`config.mk`:
```
export PLATFORM = sky130hd
export DESIGN_NAME = stepper_ramp_pulse_generator_core_flat
export DESIGN_NICKNAME = d
export VERILOG_FILES = /design/src/rtl/srpg_pkg.sv /design/src/rtl/srpg_in_if.sv /design/src/rtl/srpg_out_if.sv /design/src/rtl/srpg_period_unit.sv /design/src/rtl/stepper_ramp_pulse_generator_core.sv /design/src/flat_wrapper.sv
export SDC_FILE = /design/constraint.sdc
export NUM_CORES = 2
export LEC_CHECK = 0
export BUFFER_PORTS_ARGS = -buffer_cell sky130_fd_sc_hd__buf_2
export CAP_MARGIN = 40
export CORE_UTILIZATION = 50
export DETAILED_ROUTE_END_ITERATION = 7
export PLACE_DENSITY = 0.66
export SKIP_CTS_REPAIR_TIMING = 1
export SLEW_MARGIN = 20
export SYNTH_ARGS = -nofsm -noshare
export SYNTH_HDL_FRONTEND = slang
export SYNTH_SLANG_ARGS = --single-unit
```
`constraint.sdc`:
```
create_clock -name clk -period 16.7 [get_ports clk]
set_input_delay 1.67 -clock clk [delete_from_list [all_inputs] [get_ports clk]]
set_output_delay 1.67 -clock clk [all_outputs]
set_load 0.01 [all_outputs]
```
`src/rtl/srpg_pkg.sv`:
```
// Package: shared types, codes and the period-update microprogram of the ramp generator.
`timescale 1ns / 1ps

package srpg_pkg;

  localparam int PERIOD_W  = 32;
  localparam int CFG_IDX_W = 3;
  localparam int UPC_W     = 4;
  localparam int UCODE_LEN = 11;

  typedef enum logic [1:0] {
    OP_TICK   = 2'd0,
    OP_START  = 2'd1,
    OP_SETPOS = 2'd2,
    OP_NOP    = 2'd3
  } op_t;

  typedef enum logic [CFG_IDX_W-1:0] {
    CFG_FIRST_PERIOD  = 3'd0,
    CFG_CRUISE_PERIOD = 3'd1,
    CFG_ACCEL_FACTOR  = 3'd2,
    CFG_RAMP_DISTANCE = 3'd3,
    CFG_TRAVEL_LIMIT  = 3'd4
  } cfg_reg_t;

  typedef enum logic [1:0] {
    RAMP_ACCEL  = 2'd0,
    RAMP_CRUISE = 2'd1,
    RAMP_DECEL  = 2'd2
  } ramp_mode_t;

  // multiplier operand pairs
  typedef enum logic [2:0] {
    MUL_P_P   = 3'd0,
    MUL_K_SQL = 3'd1,
    MUL_K_SQH = 3'd2,
    MUL_P_TL  = 3'd3,
    MUL_P_TH  = 3'd4
  } mul_sel_t;

  typedef enum logic [1:0] {
    ACC_HOLD   = 2'd0,
    ACC_LOAD   = 2'd1,
    ACC_ADD_HI = 2'd2
  } acc_op_t;

  typedef struct packed {
    mul_sel_t mul_sel;
    logic     prod_we;
    acc_op_t  acc_op;
    logic     sq_we;
    logic     t_we;
  } pu_ctrl_t;

  typedef struct packed {
    logic     exec;          // evaluate the held item and post its result
    logic     skip_if_idle;  // finish here when no period update is due
    logic     last;          // final word of the program
    logic     per_we;        // load the updated step period
    pu_ctrl_t pu;
  } uword_t;

  function automatic uword_t ucode(input logic [UPC_W-1:0] addr);
    uword_t w;
    w = '0;
    unique case (addr)
      4'd0: begin
        w.exec         = 1'b1;
        w.skip_if_idle = 1'b1;
      end
      4'd1: begin
        w.pu.mul_sel = MUL_P_P;
        w.pu.prod_we = 1'b1;
      end
      4'd2: w.pu.sq_we = 1'b1;
      4'd3: begin
        w.pu.mul_sel = MUL_K_SQL;
        w.pu.prod_we = 1'b1;
      end
      4'd4: begin
        w.pu.acc_op  = ACC_LOAD;
        w.pu.mul_sel = MUL_K_SQH;
        w.pu.prod_we = 1'b1;
      end
      4'd5: w.pu.acc_op = ACC_ADD_HI;
      4'd6: w.pu.t_we = 1'b1;
      4'd7: begin
        w.pu.mul_sel = MUL_P_TL;
        w.pu.prod_we = 1'b1;
      end
      4'd8: begin
        w.pu.acc_op  = ACC_LOAD;
        w.pu.mul_sel = MUL_P_TH;
        w.pu.prod_we = 1'b1;
      end
      4'd9: w.pu.acc_op = ACC_ADD_HI;
      4'd10: begin
        w.per_we = 1'b1;
        w.last   = 1'b1;
      end
      default: w.last = 1'b1;
    endcase
    return w;
  endfunction

endpackage

```
`src/rtl/srpg_in_if.sv`:
```
// Interface: input channel of the ramp generator (operation, target and endstop levels).
`timescale 1ns / 1ps

interface srpg_in_if;
  logic              valid;
  logic              ready;
  logic [1:0]        operation;
  logic signed [31:0] target_position;
  logic              endstop_low_level;
  logic              endstop_high_level;

  modport source (
    output valid, operation, target_position, endstop_low_level, endstop_high_level,
    input  ready
  );

  modport sink (
    input  valid, operation, target_position, endstop_low_level, endstop_high_level,
    output ready
  );
endinterface

```
`src/rtl/srpg_out_if.sv`:
```
// Interface: result channel of the ramp generator (step, status flags and position).
`timescale 1ns / 1ps

interface srpg_out_if;
  logic               valid;
  logic               ready;
  logic               step_pulse;
  logic               direction;
  logic               moving;
  logic               move_done;
  logic               out_of_range;
  logic               endstop_abort;
  logic signed [31:0] current_position;

  modport source (
    output valid, step_pulse, direction, moving, move_done, out_of_range, endstop_abort,
           current_position,
    input  ready
  );

  modport sink (
    input  valid, step_pulse, direction, moving, move_done, out_of_range, endstop_abort,
           current_position,
    output ready
  );
endinterface

```
`src/rtl/srpg_period_unit.sv`:
```
// Period update datapath: shared 32x32 multiplier, accumulator and the final saturating step.
`timescale 1ns / 1ps

module srpg_period_unit #(
  parameter int PERIOD_FRAC_BITS = 16
) (
  input  logic                               clk,
  input  srpg_pkg::pu_ctrl_t                 ctrl,
  input  logic [srpg_pkg::PERIOD_W-1:0]      period,
  input  logic [31:0]                        accel,
  input  logic                               decel,
  output logic [srpg_pkg::PERIOD_W-1:0]      period_next
);

  // k*p^2 carries Q16.16 times two period fractions
  localparam int SHIFT = 16 + 2 * PERIOD_FRAC_BITS;

  logic [31:0]  mul_a;
  logic [31:0]  mul_b;
  logic [63:0]  prod_r;
  logic [63:0]  sq_r;
  logic [63:0]  t_r;
  logic [127:0] acc_r;
  logic [127:0] acc_nxt;
  logic [127:0] acc_shift;
  logic [63:0]  delta;
  logic [32:0]  sum;

  always_comb begin
    unique case (ctrl.mul_sel)
      srpg_pkg::MUL_P_P: begin
        mul_a = period;
        mul_b = period;
      end
      srpg_pkg::MUL_K_SQL: begin
        mul_a = accel;
        mul_b = sq_r[31:0];
      end
      srpg_pkg::MUL_K_SQH: begin
        mul_a = accel;
        mul_b = sq_r[63:32];
      end
      srpg_pkg::MUL_P_TL: begin
        mul_a = period;
        mul_b = t_r[31:0];
      end
      srpg_pkg::MUL_P_TH: begin
        mul_a = period;
        mul_b = t_r[63:32];
      end
      default: begin
        mul_a = '0;
        mul_b = '0;
      end
    endcase
  end

  always_comb begin
    unique case (ctrl.acc_op)
      srpg_pkg::ACC_HOLD:   acc_nxt = acc_r;
      srpg_pkg::ACC_LOAD:   acc_nxt = {64'b0, prod_r};
      srpg_pkg::ACC_ADD_HI: acc_nxt = acc_r + {32'b0, prod_r, 32'b0};
      default:              acc_nxt = acc_r;
    endcase
  end

  assign acc_shift = acc_r >> SHIFT;

  always_ff @(posedge clk) begin
    if (ctrl.prod_we) begin
      prod_r <= {32'b0, mul_a} * {32'b0, mul_b};
    end
    if (ctrl.sq_we) begin
      sq_r <= prod_r;
    end
    if (ctrl.t_we) begin
      t_r <= acc_shift[63:0];
    end
    acc_r <= acc_nxt;
  end

  // delta = p*t >> 32; speed up subtracts it, slow down adds it
  assign delta = acc_r[95:32];
  assign sum   = {1'b0, period} + {1'b0, delta[31:0]};

  always_comb begin
    if (decel) begin
      if ((|delta[63:32]) || sum[32]) begin
        period_next = '1;
      end else begin
        period_next = sum[31:0];
      end
    end else begin
      if (delta >= {32'b0, period}) begin
        period_next = '0;
      end else begin
        period_next = period - delta[31:0];
      end
    end
  end

endmodule

```
`src/rtl/stepper_ramp_pulse_generator_core.sv`:
```
// Top level: trapezoidal stepper ramp pulse generator driven by a small microprogram.
`timescale 1ns / 1ps

// Usage
// The in_ch channel carries one transaction per operation: microsecond tick,
// start move to an absolute target, set position, or no-op. Every input
// transaction yields exactly one result transaction on out_ch with the step
// pulse, direction, moving, done/abort/range flags and the position after it.
// The cfg_ port writes the five ramp registers by index, one per cycle; the user must
// write them only while the block is idle, which the block itself does not enforce.
// Flow: a transaction is taken into a holding register, evaluated at the
// first program step once the result slot is free, and its result is
// registered on out_ch. No new transaction is accepted until the program
// for the held one has finished. A step taken while accelerating or
// decelerating then runs the 10-step period program on the single 32x32
// multiplier. If out_ch stalls, one more transaction is still accepted and
// held; it is evaluated once the waiting result is taken, and in_ch.ready
// stays low until then.
// Reset (synchronous, rst_n low) loads the register defaults, clears position
// and motion state and empties both channels; no clearing pass is needed.

module stepper_ramp_pulse_generator_core #(
  parameter int PERIOD_FRAC_BITS = 16,
  parameter int POSITION_BITS    = 32
) (
  input  logic                               clk,
  input  logic                               rst_n,
  srpg_in_if.sink                            in_ch,
  srpg_out_if.source                         out_ch,
  input  logic                               cfg_we,
  input  logic [srpg_pkg::CFG_IDX_W-1:0]     cfg_index,
  input  logic [31:0]                        cfg_wdata
);

  localparam int PB    = POSITION_BITS;
  localparam int CW    = (PB > 31) ? PB : 31;
  localparam int EXT_W = (PB > 32) ? PB : 32;

  // configuration
  logic [31:0] fp_r;
  logic [31:0] cp_r;
  logic [31:0] k_r;
  logic [30:0] rdf_r;
  logic [30:0] tl_r;

  // held transaction
  logic [1:0]         item_op_r;
  logic signed [31:0] item_tgt_r;
  logic               item_lo_r;
  logic               item_hi_r;

  // sequencer
  logic                       run_r;
  logic [srpg_pkg::UPC_W-1:0] upc_r;
  srpg_pkg::uword_t           uw;

  // motion state
  logic [PB-1:0]           pos_r, pos_nxt;
  logic [PB-1:0]           tgt_r, tgt_nxt;
  logic                    dir_r, dir_nxt;
  logic [31:0]             per_r, per_nxt;
  logic [31:0]             elap_r, elap_nxt;
  srpg_pkg::ramp_mode_t    mode_r, mode_nxt;
  logic [PB-1:0]           decel_r, decel_nxt;
  logic [1:0]              estop_r, estop_nxt;
  logic                    active_r, active_nxt;

  // result register
  logic               out_valid_r;
  logic               res_step_r, res_dir_r, res_moving_r;
  logic               res_done_r, res_oor_r, res_abort_r;
  logic signed [31:0] res_pos_r;

  logic res_step, res_done, res_oor, res_abort;
  logic upd;

  logic in_fire;
  logic out_free;
  logic exec_fire;

  logic [PB-1:0]    tin_pos;
  logic             start_oor;
  logic [PB-1:0]    start_tgt;
  logic signed [PB:0] rel;
  logic [PB:0]      rel_mag;
  logic [PB-1:0]    half;
  logic [PB-1:0]    decel_cand;
  logic signed [PB:0] remain;
  logic [PB:0]      dist_mag;
  logic             dist_le;
  logic [31:0]      elap_inc;
  logic             due;
  logic [PB-1:0]    pos_step;
  logic             changed;
  logic [EXT_W-1:0] pos_ext;
  logic [31:0]      pu_period_next;

  assign in_fire   = in_ch.valid && in_ch.ready;
  assign out_free  = !out_valid_r || out_ch.ready;
  assign uw        = srpg_pkg::ucode(upc_r);
  assign exec_fire = run_r && uw.exec && out_free;
  assign in_ch.ready = !run_r;

  // configuration writes
  always_ff @(posedge clk) begin
    if (!rst_n) begin
      fp_r  <= 32'd3276800000;
      cp_r  <= 32'd327680000;
      k_r   <= 32'd56295;
      rdf_r <= 31'd100;
      tl_r  <= 31'd0;
    end else if (cfg_we) begin
      unique case (cfg_index)
        srpg_pkg::CFG_FIRST_PERIOD:  fp_r  <= cfg_wdata;
        srpg_pkg::CFG_CRUISE_PERIOD: cp_r  <= cfg_wdata;
        srpg_pkg::CFG_ACCEL_FACTOR:  k_r   <= cfg_wdata;
        srpg_pkg::CFG_RAMP_DISTANCE: rdf_r <= cfg_wdata[30:0];
        srpg_pkg::CFG_TRAVEL_LIMIT:  tl_r  <= cfg_wdata[30:0];
        default: ;
      endcase
    end
  end

  always_ff @(posedge clk) begin
    if (in_fire) begin
      item_op_r  <= in_ch.operation;
      item_tgt_r <= in_ch.target_position;
      item_lo_r  <= in_ch.endstop_low_level;
      item_hi_r  <= in_ch.endstop_high_level;
    end
  end

  // step counter: hold at the evaluate step while the result slot is full
  always_ff @(posedge clk) begin
    if (!rst_n) begin
      run_r <= 1'b0;
      upc_r <= '0;
    end else if (!run_r) begin
      if (in_fire) begin
        run_r <= 1'b1;
        upc_r <= '0;
      end
    end else if (uw.exec && !out_free) begin
      upc_r <= upc_r;
    end else if (uw.last || (uw.skip_if_idle && !upd)) begin
      run_r <= 1'b0;
    end else begin
      upc_r <= upc_r + srpg_pkg::UPC_W'(1);
    end
  end

  // start move terms
  assign tin_pos   = PB'($signed(item_tgt_r));
  assign start_oor = item_tgt_r[31] || (item_tgt_r[30:0] > tl_r);
  assign start_tgt = start_oor ? pos_r : tin_pos;
  assign rel       = $signed({start_tgt[PB-1], start_tgt}) - $signed({pos_r[PB-1], pos_r});
  assign rel_mag   = rel[PB] ? (PB+1)'(-rel) : (PB+1)'(rel);
  assign half      = rel_mag[PB:1];
  assign decel_cand = (CW'(half) < CW'(rdf_r)) ? half : PB'(rdf_r);

  // tick terms
  assign changed  = (estop_r != {item_hi_r, item_lo_r});
  assign elap_inc = (elap_r != '1) ? elap_r + 32'd1 : elap_r;
  assign due      = {elap_inc, {PERIOD_FRAC_BITS{1'b0}}} >= (32 + PERIOD_FRAC_BITS)'(per_r);
  assign remain   = $signed({tgt_r[PB-1], tgt_r}) - $signed({pos_r[PB-1], pos_r});
  assign dist_mag = remain[PB] ? (PB+1)'(-remain) : (PB+1)'(remain);
  assign dist_le  = dist_mag <= {1'b0, decel_r};
  assign pos_step = dir_r ? pos_r - PB'(1) : pos_r + PB'(1);

  always_comb begin
    pos_nxt    = pos_r;
    tgt_nxt    = tgt_r;
    dir_nxt    = dir_r;
    per_nxt    = per_r;
    elap_nxt   = elap_r;
    mode_nxt   = mode_r;
    decel_nxt  = decel_r;
    estop_nxt  = estop_r;
    active_nxt = active_r;
    res_step   = 1'b0;
    res_done   = 1'b0;
    res_oor    = 1'b0;
    res_abort  = 1'b0;
    upd        = 1'b0;
    if (exec_fire) begin
      case (item_op_r)
        srpg_pkg::OP_START: begin
          res_oor = start_oor;
          tgt_nxt = start_tgt;
          if (rel < 0) begin
            dir_nxt = 1'b1;
          end else if (rel > 0) begin
            dir_nxt = 1'b0;
          end
          decel_nxt  = decel_cand;
          per_nxt    = fp_r;
          elap_nxt   = '0;
          mode_nxt   = srpg_pkg::RAMP_ACCEL;
          active_nxt = (rel != 0);
          res_done   = (rel == 0);
        end
        srpg_pkg::OP_SETPOS: begin
          pos_nxt    = tin_pos;
          res_done   = active_r;
          active_nxt = 1'b0;
        end
        srpg_pkg::OP_TICK: begin
          if (active_r) begin
            estop_nxt = {item_hi_r, item_lo_r};
            if (changed) begin
              active_nxt = 1'b0;
              res_done   = 1'b1;
              res_abort  = 1'b1;
            end else if (!due) begin
              elap_nxt = elap_inc;
            end else begin
              elap_nxt = '0;
              if (dist_le) begin
                mode_nxt = srpg_pkg::RAMP_DECEL;
              end
              // the cruise clamp wins over a decelerate decision on the same step
              if (per_r < cp_r) begin
                per_nxt  = cp_r;
                mode_nxt = srpg_pkg::RAMP_CRUISE;
              end
              upd      = (mode_nxt == srpg_pkg::RAMP_ACCEL) ||
                         (mode_nxt == srpg_pkg::RAMP_DECEL);
              pos_nxt  = pos_step;
              res_step = 1'b1;
              if (pos_step == tgt_r) begin
                active_nxt = 1'b0;
                res_done   = 1'b1;
              end
            end
          end
        end
        default: ;
      endcase
    end
    if (run_r && uw.per_we) begin
      per_nxt = pu_period_next;
    end
  end

  always_ff @(posedge clk) begin
    if (!rst_n) begin
      pos_r    <= '0;
      tgt_r    <= '0;
      dir_r    <= 1'b0;
      per_r    <= '0;
      elap_r   <= '0;
      mode_r   <= srpg_pkg::RAMP_ACCEL;
      decel_r  <= '0;
      estop_r  <= 2'b11;
      active_r <= 1'b0;
    end else begin
      pos_r    <= pos_nxt;
      tgt_r    <= tgt_nxt;
      dir_r    <= dir_nxt;
      per_r    <= per_nxt;
      elap_r   <= elap_nxt;
      mode_r   <= mode_nxt;
      decel_r  <= decel_nxt;
      estop_r  <= estop_nxt;
      active_r <= active_nxt;
    end
  end

  srpg_period_unit #(
    .PERIOD_FRAC_BITS (PERIOD_FRAC_BITS)
  ) u_period (
    .clk         (clk),
    .ctrl        (uw.pu),
    .period      (per_r),
    .accel       (k_r),
    .decel       (mode_r == srpg_pkg::RAMP_DECEL),
    .period_next (pu_period_next)
  );

  // result register
  assign pos_ext = EXT_W'($signed(pos_nxt));

  always_ff @(posedge clk) begin
    if (!rst_n) begin
      out_valid_r <= 1'b0;
    end else if (exec_fire) begin
      out_valid_r <= 1'b1;
    end else if (out_ch.ready) begin
      out_valid_r <= 1'b0;
    end
  end

  always_ff @(posedge clk) begin
    if (exec_fire) begin
      res_step_r   <= res_step;
      res_dir_r    <= dir_nxt;
      res_moving_r <= active_nxt;
      res_done_r   <= res_done;
      res_oor_r    <= res_oor;
      res_abort_r  <= res_abort;
      res_pos_r    <= pos_ext[31:0];
    end
  end

  assign out_ch.valid            = out_valid_r;
  assign out_ch.step_pulse       = res_step_r;
  assign out_ch.direction        = res_dir_r;
  assign out_ch.moving           = res_moving_r;
  assign out_ch.move_done        = res_done_r;
  assign out_ch.out_of_range     = res_oor_r;
  assign out_ch.endstop_abort    = res_abort_r;
  assign out_ch.current_position = res_pos_r;

`ifndef SYNTHESIS
  a_accept_starts_program: assert property (@(posedge clk) disable iff (!rst_n)
    in_fire |=> run_r && (upc_r == '0))
    else $error("accepted transaction did not start the program at its first step");

  a_result_from_eval: assert property (@(posedge clk) disable iff (!rst_n)
    $rose(out_valid_r) |-> $past(run_r) && ($past(upc_r) == '0))
    else $error("result posted outside the evaluate step");

  a_upc_in_program: assert property (@(posedge clk) disable iff (!rst_n)
    run_r |-> (upc_r < srpg_pkg::UPC_W'(srpg_pkg::UCODE_LEN)))
    else $error("step counter ran past the program");

  a_accel_shortens: assert property (@(posedge clk) disable iff (!rst_n)
    run_r && uw.per_we && (mode_r == srpg_pkg::RAMP_ACCEL) |=> per_r <= $past(per_r))
    else $error("period grew while accelerating");

  a_decel_lengthens: assert property (@(posedge clk) disable iff (!rst_n)
    run_r && uw.per_we && (mode_r == srpg_pkg::RAMP_DECEL) |=> per_r >= $past(per_r))
    else $error("period shrank while decelerating");
`endif

endmodule
```
`src/flat_wrapper.sv`:
```
// flat-port wrapper written by rule: the top's interface ports become plain ports
module stepper_ramp_pulse_generator_core_flat 
#(
  parameter int PERIOD_FRAC_BITS = 16,
  parameter int POSITION_BITS    = 32
)
  (clk, rst_n, cfg_we, cfg_index, cfg_wdata, in_ch_valid, in_ch_operation, in_ch_target_position, in_ch_endstop_low_level, in_ch_endstop_high_level, in_ch_ready, out_ch_valid, out_ch_step_pulse, out_ch_direction, out_ch_moving, out_ch_move_done, out_ch_out_of_range, out_ch_endstop_abort, out_ch_current_position, out_ch_ready);
  srpg_in_if in_ch_i ();
  srpg_out_if out_ch_i ();
  input  logic clk;
  input  logic rst_n;
  input  logic cfg_we;
  input  logic [srpg_pkg::CFG_IDX_W-1:0] cfg_index;
  input  logic [31:0] cfg_wdata;
  input wire logic [$bits(in_ch_i.valid)-1:0] in_ch_valid;
  input wire logic [$bits(in_ch_i.operation)-1:0] in_ch_operation;
  input wire logic [$bits(in_ch_i.target_position)-1:0] in_ch_target_position;
  input wire logic [$bits(in_ch_i.endstop_low_level)-1:0] in_ch_endstop_low_level;
  input wire logic [$bits(in_ch_i.endstop_high_level)-1:0] in_ch_endstop_high_level;
  output wire logic [$bits(in_ch_i.ready)-1:0] in_ch_ready;
  output wire logic [$bits(out_ch_i.valid)-1:0] out_ch_valid;
  output wire logic [$bits(out_ch_i.step_pulse)-1:0] out_ch_step_pulse;
  output wire logic [$bits(out_ch_i.direction)-1:0] out_ch_direction;
  output wire logic [$bits(out_ch_i.moving)-1:0] out_ch_moving;
  output wire logic [$bits(out_ch_i.move_done)-1:0] out_ch_move_done;
  output wire logic [$bits(out_ch_i.out_of_range)-1:0] out_ch_out_of_range;
  output wire logic [$bits(out_ch_i.endstop_abort)-1:0] out_ch_endstop_abort;
  output wire logic [$bits(out_ch_i.current_position)-1:0] out_ch_current_position;
  input wire logic [$bits(out_ch_i.ready)-1:0] out_ch_ready;
  assign in_ch_i.valid = in_ch_valid;
  assign in_ch_i.operation = in_ch_operation;
  assign in_ch_i.target_position = in_ch_target_position;
  assign in_ch_i.endstop_low_level = in_ch_endstop_low_level;
  assign in_ch_i.endstop_high_level = in_ch_endstop_high_level;
  assign in_ch_ready = in_ch_i.ready;
  assign out_ch_valid = out_ch_i.valid;
  assign out_ch_step_pulse = out_ch_i.step_pulse;
  assign out_ch_direction = out_ch_i.direction;
  assign out_ch_moving = out_ch_i.moving;
  assign out_ch_move_done = out_ch_i.move_done;
  assign out_ch_out_of_range = out_ch_i.out_of_range;
  assign out_ch_endstop_abort = out_ch_i.endstop_abort;
  assign out_ch_current_position = out_ch_i.current_position;
  assign out_ch_i.ready = out_ch_ready;
  stepper_ramp_pulse_generator_core #(.PERIOD_FRAC_BITS(PERIOD_FRAC_BITS), .POSITION_BITS(POSITION_BITS)) u_core (.clk(clk), .rst_n(rst_n), .in_ch(in_ch_i), .out_ch(out_ch_i), .cfg_we(cfg_we), .cfg_index(cfg_index), .cfg_wdata(cfg_wdata));
endmodule
```
Word-level counts from Yosys, hierarchy flattened
Index checks and enable logic that the tools add are counted.
{ "totals": {"ff_bits": 724, "latchBits": 0, "mem_bits_rw": 0, "rom_bits": 0, "output_inout_bits": 40, "memories": 0} }
{ "op_classes": {"n_addsub": 11, "multipliers": 1, "div": 0, "n_lt_le_gt_ge": 8, "n_eq_ne": 36, "shift": 0, "n_mux": 78, "bitwise_logic": 2, "n_reduce_logical": 47} }
{ "op_table": {"columns": ["operator", "count"], "rows": [
  ["32-bit 2-to-1 mux", 20],
  ["128-bit one-hot mux with 2 select lines", 1],
  ["32-bit one-hot mux with 2 select lines", 4],
  ["32-bit one-hot mux with 5 select lines", 1],
  ["128-bit by 96-bit adder with 128-bit output", 1],
  ["33-bit 2-to-1 mux", 2],
  ["33-bit negator", 2],
  ["32-bit by 32-bit subtractor with 33-bit output", 2],
  ["32-bit by 1-bit adder with 32-bit output (second input constant)", 2],
  ["64-bit by 32-bit greater-or-equal comparator with 1-bit output", 1],
  ["32-bit by 32-bit multiplier with 64-bit output", 1],
  ["48-bit by 32-bit greater-or-equal comparator with 1-bit output", 1],
  ["32-bit by 32-bit adder with 33-bit output", 1],
  ["33-bit by 1-bit > comparator with 1-bit output (second input constant)", 1],
  ["33-bit by 32-bit <= comparator with 1-bit output", 1],
  ["33-bit zero test", 1],
  ["33-bit by 1-bit < comparator with 1-bit output (second input constant)", 1],
  ["33-bit nonzero test", 1],
  ["32-bit equality test", 1],
  ["32-bit by 31-bit < comparator with 1-bit output", 1],
  ["32-bit < comparator", 1],
  ["32-bit != test (second input constant)", 1],
  ["32-bit OR reduction", 1],
  ["32-bit by 1-bit subtractor with 32-bit output (second input constant)", 1],
  ["40 further kinds", 133]
]} }

Longest topological paths before layout
{ "logic_depth": {"word_depth": 24, "depth_mapped": 42, "mapped_depth_nobuf": 39} }

Modules after synthesis
A second synthesis with hierarchy kept.
{ "hier_totals": {"cells_unflattened": 9249, "hier_area_um2": 79749.0} }
{ "by_module_without_submodules": {"columns": ["module", "n_inst", "cells_each", "area_each_um2", "seq_area_each_um2"], "rows": [
  ["srpg_period_unit", 1, 5728, 52009.9, 8167.8],
  ["stepper_ramp_pulse_generator_core", 1, 3521, 27739.1, 8828.5]
]} }

Least setup slack after synthesis
Ideal clock, no wire load.
{ "synth_timing": {"kind": "reg-to-reg", "from": "register u_core.upc_r[0] (netlist name)", "to": "register u_core.u_period.prod_r[48] (data pin)", "t_arrival_ps": 9734, "path_slack_ps": 6707, "path_stages_with_launch": 39, "n_path_buf": 5, "path_cell_list": "dfxtp_1 -> inv_1 -> ha_1 -> clkbuf_1 -> and2_1 -> clkbuf_1 -> nor2_1 -> clkbuf_1 -> clkbuf_1 -> a221oi_1 -> clkbuf_1 -> nor2_1 -> fa_1 -> fa_1 -> fa_1 -> inv_1 -> fa_1 -> inv_1 -> [3 not listed] -> inv_1 -> fa_1 -> inv_1 -> fa_1 -> inv_1 -> ha_1 -> o21ai_0 -> o21ai_0 -> o211a_1 -> o41ai_1 -> a21bo_2 -> nand2b_1 -> o31a_1 -> o41ai_1 -> nor2b_1 -> or4_1 -> a31oi_1 -> xnor2_1"} }
{ "synth_between": {"elab_chain_len": 6, "elab_cells_between_ends": 16, "cone_classes": "mul (1); eq/ne (9); mux (3); reduce/logical (3)"} }
{ "synth_lines": {"columns": ["element", "line", "text"], "rows": [
  ["start: declaration", "stepper_ramp_pulse_generator_core.sv:54", "logic [srpg_pkg::UPC_W-1:0] upc_r;"],
  ["start signal: assignment", "stepper_ramp_pulse_generator_core.sv:144", "upc_r <= upc_r;"],
  ["start signal: assignment", "stepper_ramp_pulse_generator_core.sv:148", "upc_r <= upc_r + srpg_pkg::UPC_W'(1);"],
  ["4-bit equality test (tied with other cells)", "srpg_pkg.sv:66", "unique case (addr)"],
  ["4-bit one-hot mux with 5 select lines (*)", "srpg_pkg.sv:66", null],
  ["3-bit equality test (tied with other cells)", "srpg_period_unit.sv:30", "unique case (ctrl.mul_sel)"],
  ["3-bit OR reduction (no line) or 2-bit OR reduction (tied branches)", null, null],
  ["32-bit one-hot mux with 2 select lines", "srpg_period_unit.sv:30", null],
  ["32-bit by 32-bit multiplier with 64-bit output (*)", "srpg_period_unit.sv:71", "prod_r <= {32'b0, mul_a} * {32'b0, mul_b};"],
  ["end signal: assignment", "srpg_period_unit.sv:71", null],
  ["end: declaration", "srpg_period_unit.sv:20", "logic [63:0] prod_r;"]
]} }
Every way passes the cells marked *; elsewhere a longest branch is shown, timed or not.
A chain may end at the register's enable or synchronous reset.

Worst setup path in the final report
{ "layout_timing": {"from": "register u_core.upc_r[3] (netlist name)", "to": "register u_core.u_period.prod_r[48] (data pin)"} }
The elaborated chain is that of the path after synthesis.

==> impl_metrics.tcl <==
set metrics [dict create \
    die_x_um 398 \
    r2r_cells 35 \
    die_y_um 398 \
    max_stage_delay_ns 0.78 \
    skew_ns 0.0542 \
    relSlewSlack 0.313 \
    cap_violations 0 \
    drt-vias-per-instance 6.22 \
    timing.final.crit_share 0.692 \
    drtIter0Drc 8458 \
    synthArstFlopShare 0 \
    numCtsBuffers 79 \
    ant_nets 0 \
    antenna_found_initial 23 \
    ys_ff_latch 676 \
    io_buffers 115 \
    synth_nets 10650 \
    worst_ep_required_time_ns 17.16 \
    clock_latency_ns 0.72 \
    worst_slew_pin_slew_ns 1.02 \
    cts_tree "done" \
    period_needed_ns 11.55 \
    synth_compound_area_frac 0.154 \
    p_per_area_nw_per_um2 62.3 \
    rsz0062_at_grt "false" \
    fin_setup_tns_ns 0 \
    area_growth_pct 7.90 \
    final-setup-viol-count 0 \
    placed_cells 10905 \
    crit_path_end_kind "flip-flop" \
    finalHoldViolations 0 \
    ys_warn_count 0 \
    syn_avg_cell_area_um2 8.71 \
    die_area_um2 158000 \
    syn_area_um2 78400 \
    finalNonFillerCells 11067 \
    num-nets-final 10591 \
    first_pass_iters 7 \
    drt-wirelength-per-cell_um 26.9 \
    r2r_slack_ns 5.15 \
    root_buffer "clkbuf_16" \
    holdPathStages 2 \
    synth_top_family_by_area "adder cells" \
    ys_types 121 \
    r2r_start "u_core.upc_r[3]" \
    cp_max_fo 57 \
    syn_inst 9008 \
    critical_path_arrival_ns 12.01 \
    setup_ws_ns 5.15 \
    design_area_um2 84600 \
    grt_pass1_wl_mm 441 \
    final_cell_mix "inv_1, nand2_1, fa_1, nor2_1, ha_1" \
    synth_xor_area_frac 0.0361 \
    wirelength_mm 298 \
    criticalPathCategory "flip-flop to flip-flop" \
    drive_above_1_share 0.0764 \
    seq_area_frac_synth 0.217 \
    finalWeightedCongestion 1.04 \
    cpMaxStageDelayCell "a221oi_2" \
    clockBufferDepth 3 \
    track_usage 0.376 \
    placementRows 144 \
    grt_max_degree 89 \
    synth-edff-count 346 \
    synth_fa_ha_area_frac 0.336 \
    dpl_cell_area_um2 81800 \
    grt_remaining_overflow 0 \
    core_um2 155000 \
    grt_pass1_vias 67435 \
    drc 0 \
    outcome "complete, no violations" \
    holdCritPathClass "flip-flop to flip-flop" \
    synth-simple-area-share 0.161 \
    fmax_ghz 0.0866 \
    crit_end "u_core.u_period.prod_r[48]" \
    slew_violations 0 \
    dp_slack_ns 5.38 \
    start_util 0.506 \
    start_kind "flip-flop" \
    cts.sinks 676 \
    clk_pin_slew_ns 0.06 \
    final_common_cell "inv_1" \
    cts_max_level 3 \
    startpoint "u_core.upc_r[3]" \
    dp_hpwl_mm 232 \
    design.portCount 116 \
    ir_drop_mv 0.103 \
    synthMuxAreaShare 0.0111 \
    critPathMostFrequentCell "fa_1" \
    vias 68794 \
    synth_flop_cell "edfxtp_1" \
    p_leak_nw 37.2 \
    timing.rr.end "u_core.u_period.prod_r[48]" \
]
[registers in the layout, summed over array words and instances (netlist names), 4 cells and up]
name and count:
u_core.fp_r 32, u_core.u_period.t_r 64, u_core.out_ch.current_position 32, u_core.pos_r 32, u_core.u_period.sq_r 64, u_core.per_r 32, u_core.k_r 32, u_core.u_period.acc_r 80
u_core.u_period.prod_r 64, u_core.upc_r 4, u_core.decel_r 32, u_core.elap_r 32, u_core.cp_r 32, u_core.item_tgt_r 32, u_core.rdf_r 31, u_core.tl_r 31
u_core.tgt_r 32
[cell usage after synthesis (98+ instances only)]
library cell / n / area (µm²)
a21o_1: 211 / 1580
a21oi_1: 549 / 2750
clkbuf_1: 407 / 1530
dfxtp_1: 330 / 6610
edfxtp_1: 346 / 10400
fa_1: 902 / 18100
ha_1: 664 / 8310
inv_1: 1287 / 4830
nand2_1: 1108 / 4160
nand3_1: 171 / 856
nand4_1: 98 / 613
nor2_1: 891 / 3340
nor3_1: 100 / 500
o21ai_0: 235 / 1180
xnor2_1: 212 / 1860
[cell type report]
class / count / area [µm²]
sequential: 676 / 17000
clock inverter: 36 / 410
tap: 2044 / 2560
inverter: 1289 / 4840
multi-input combinational: 6586 / 55200
clock buffer: 110 / 2300
timing repair buffer: 317 / 2270
antenna: 9 / 22.5
fill: 14304 / 70300
[metal layers]
| layer | track usage | up-vias | part of all wire |
|---|---|---|---|
| met5 | 0 | - | 0.00041 |
| met4 | 0.212 | 18 | 0.070 |
| met3 | 0.0998 | 932 | 0.12 |
| met2 | 0.554 | 3925 | 0.42 |
| met1 | 0.500 | 33934 | 0.39 |
| li1 | - | 29985 | - |
[power by group]
part           switching, mW  internal (mW)
Combinational           1.04          0.599
Clock                  0.799           1.04
Sequential            0.0328           1.77
[through the flow]
step | power [mW] | hold WS, ns | util
6_report | 5.28 | 0.454 | 0.546
4_1_cts | 5.24 | 0.454 | 0.545
3_5_place_dp | 3.41 | 0.447 | 0.528
5_1_grt | 5.48 | 0.469 | 0.546
2_1_floorplan | 2.92 | 0.428 | -
3_3_place_gp | 3.36 | 0.440 | 0.526
[worst min-delay path by stage]
| stage | start | end | slack [ns] |
|---|---|---|---|
| floorplan | u_core.decel_r[31] | u_core.decel_r[31] | 0.43 |
| global placement | u_core.decel_r[31] | u_core.decel_r[31] | 0.44 |
| detailed placement | u_core.rdf_r[1] | u_core.rdf_r[1] | 0.45 |
| CTS | u_core.tl_r[30] | u_core.tl_r[30] | 0.45 |
| global route | u_core.tl_r[16] | u_core.tl_r[16] | 0.47 |
| finish | u_core.tl_r[27] | u_core.tl_r[27] | 0.45 |
[critical path: cells and delay by family (launching register included)]
family	cells	cell delay, ns
fa+ha+maj	9	4.43
xor+xnor	1	0.08
flops	1	0.72
buf+inv	9	1.44
compound gates	9	3.40
simple gates	7	1.17
[kinds of logic after synthesis]
family | count (synthesis)
mux | 79
flops | 676
xor+xnor | 311
buf+inv | 1746
compound gates | 1787
simple gates | 2843
fa+ha+maj | 1566
(Power assumes the default switching activity.)
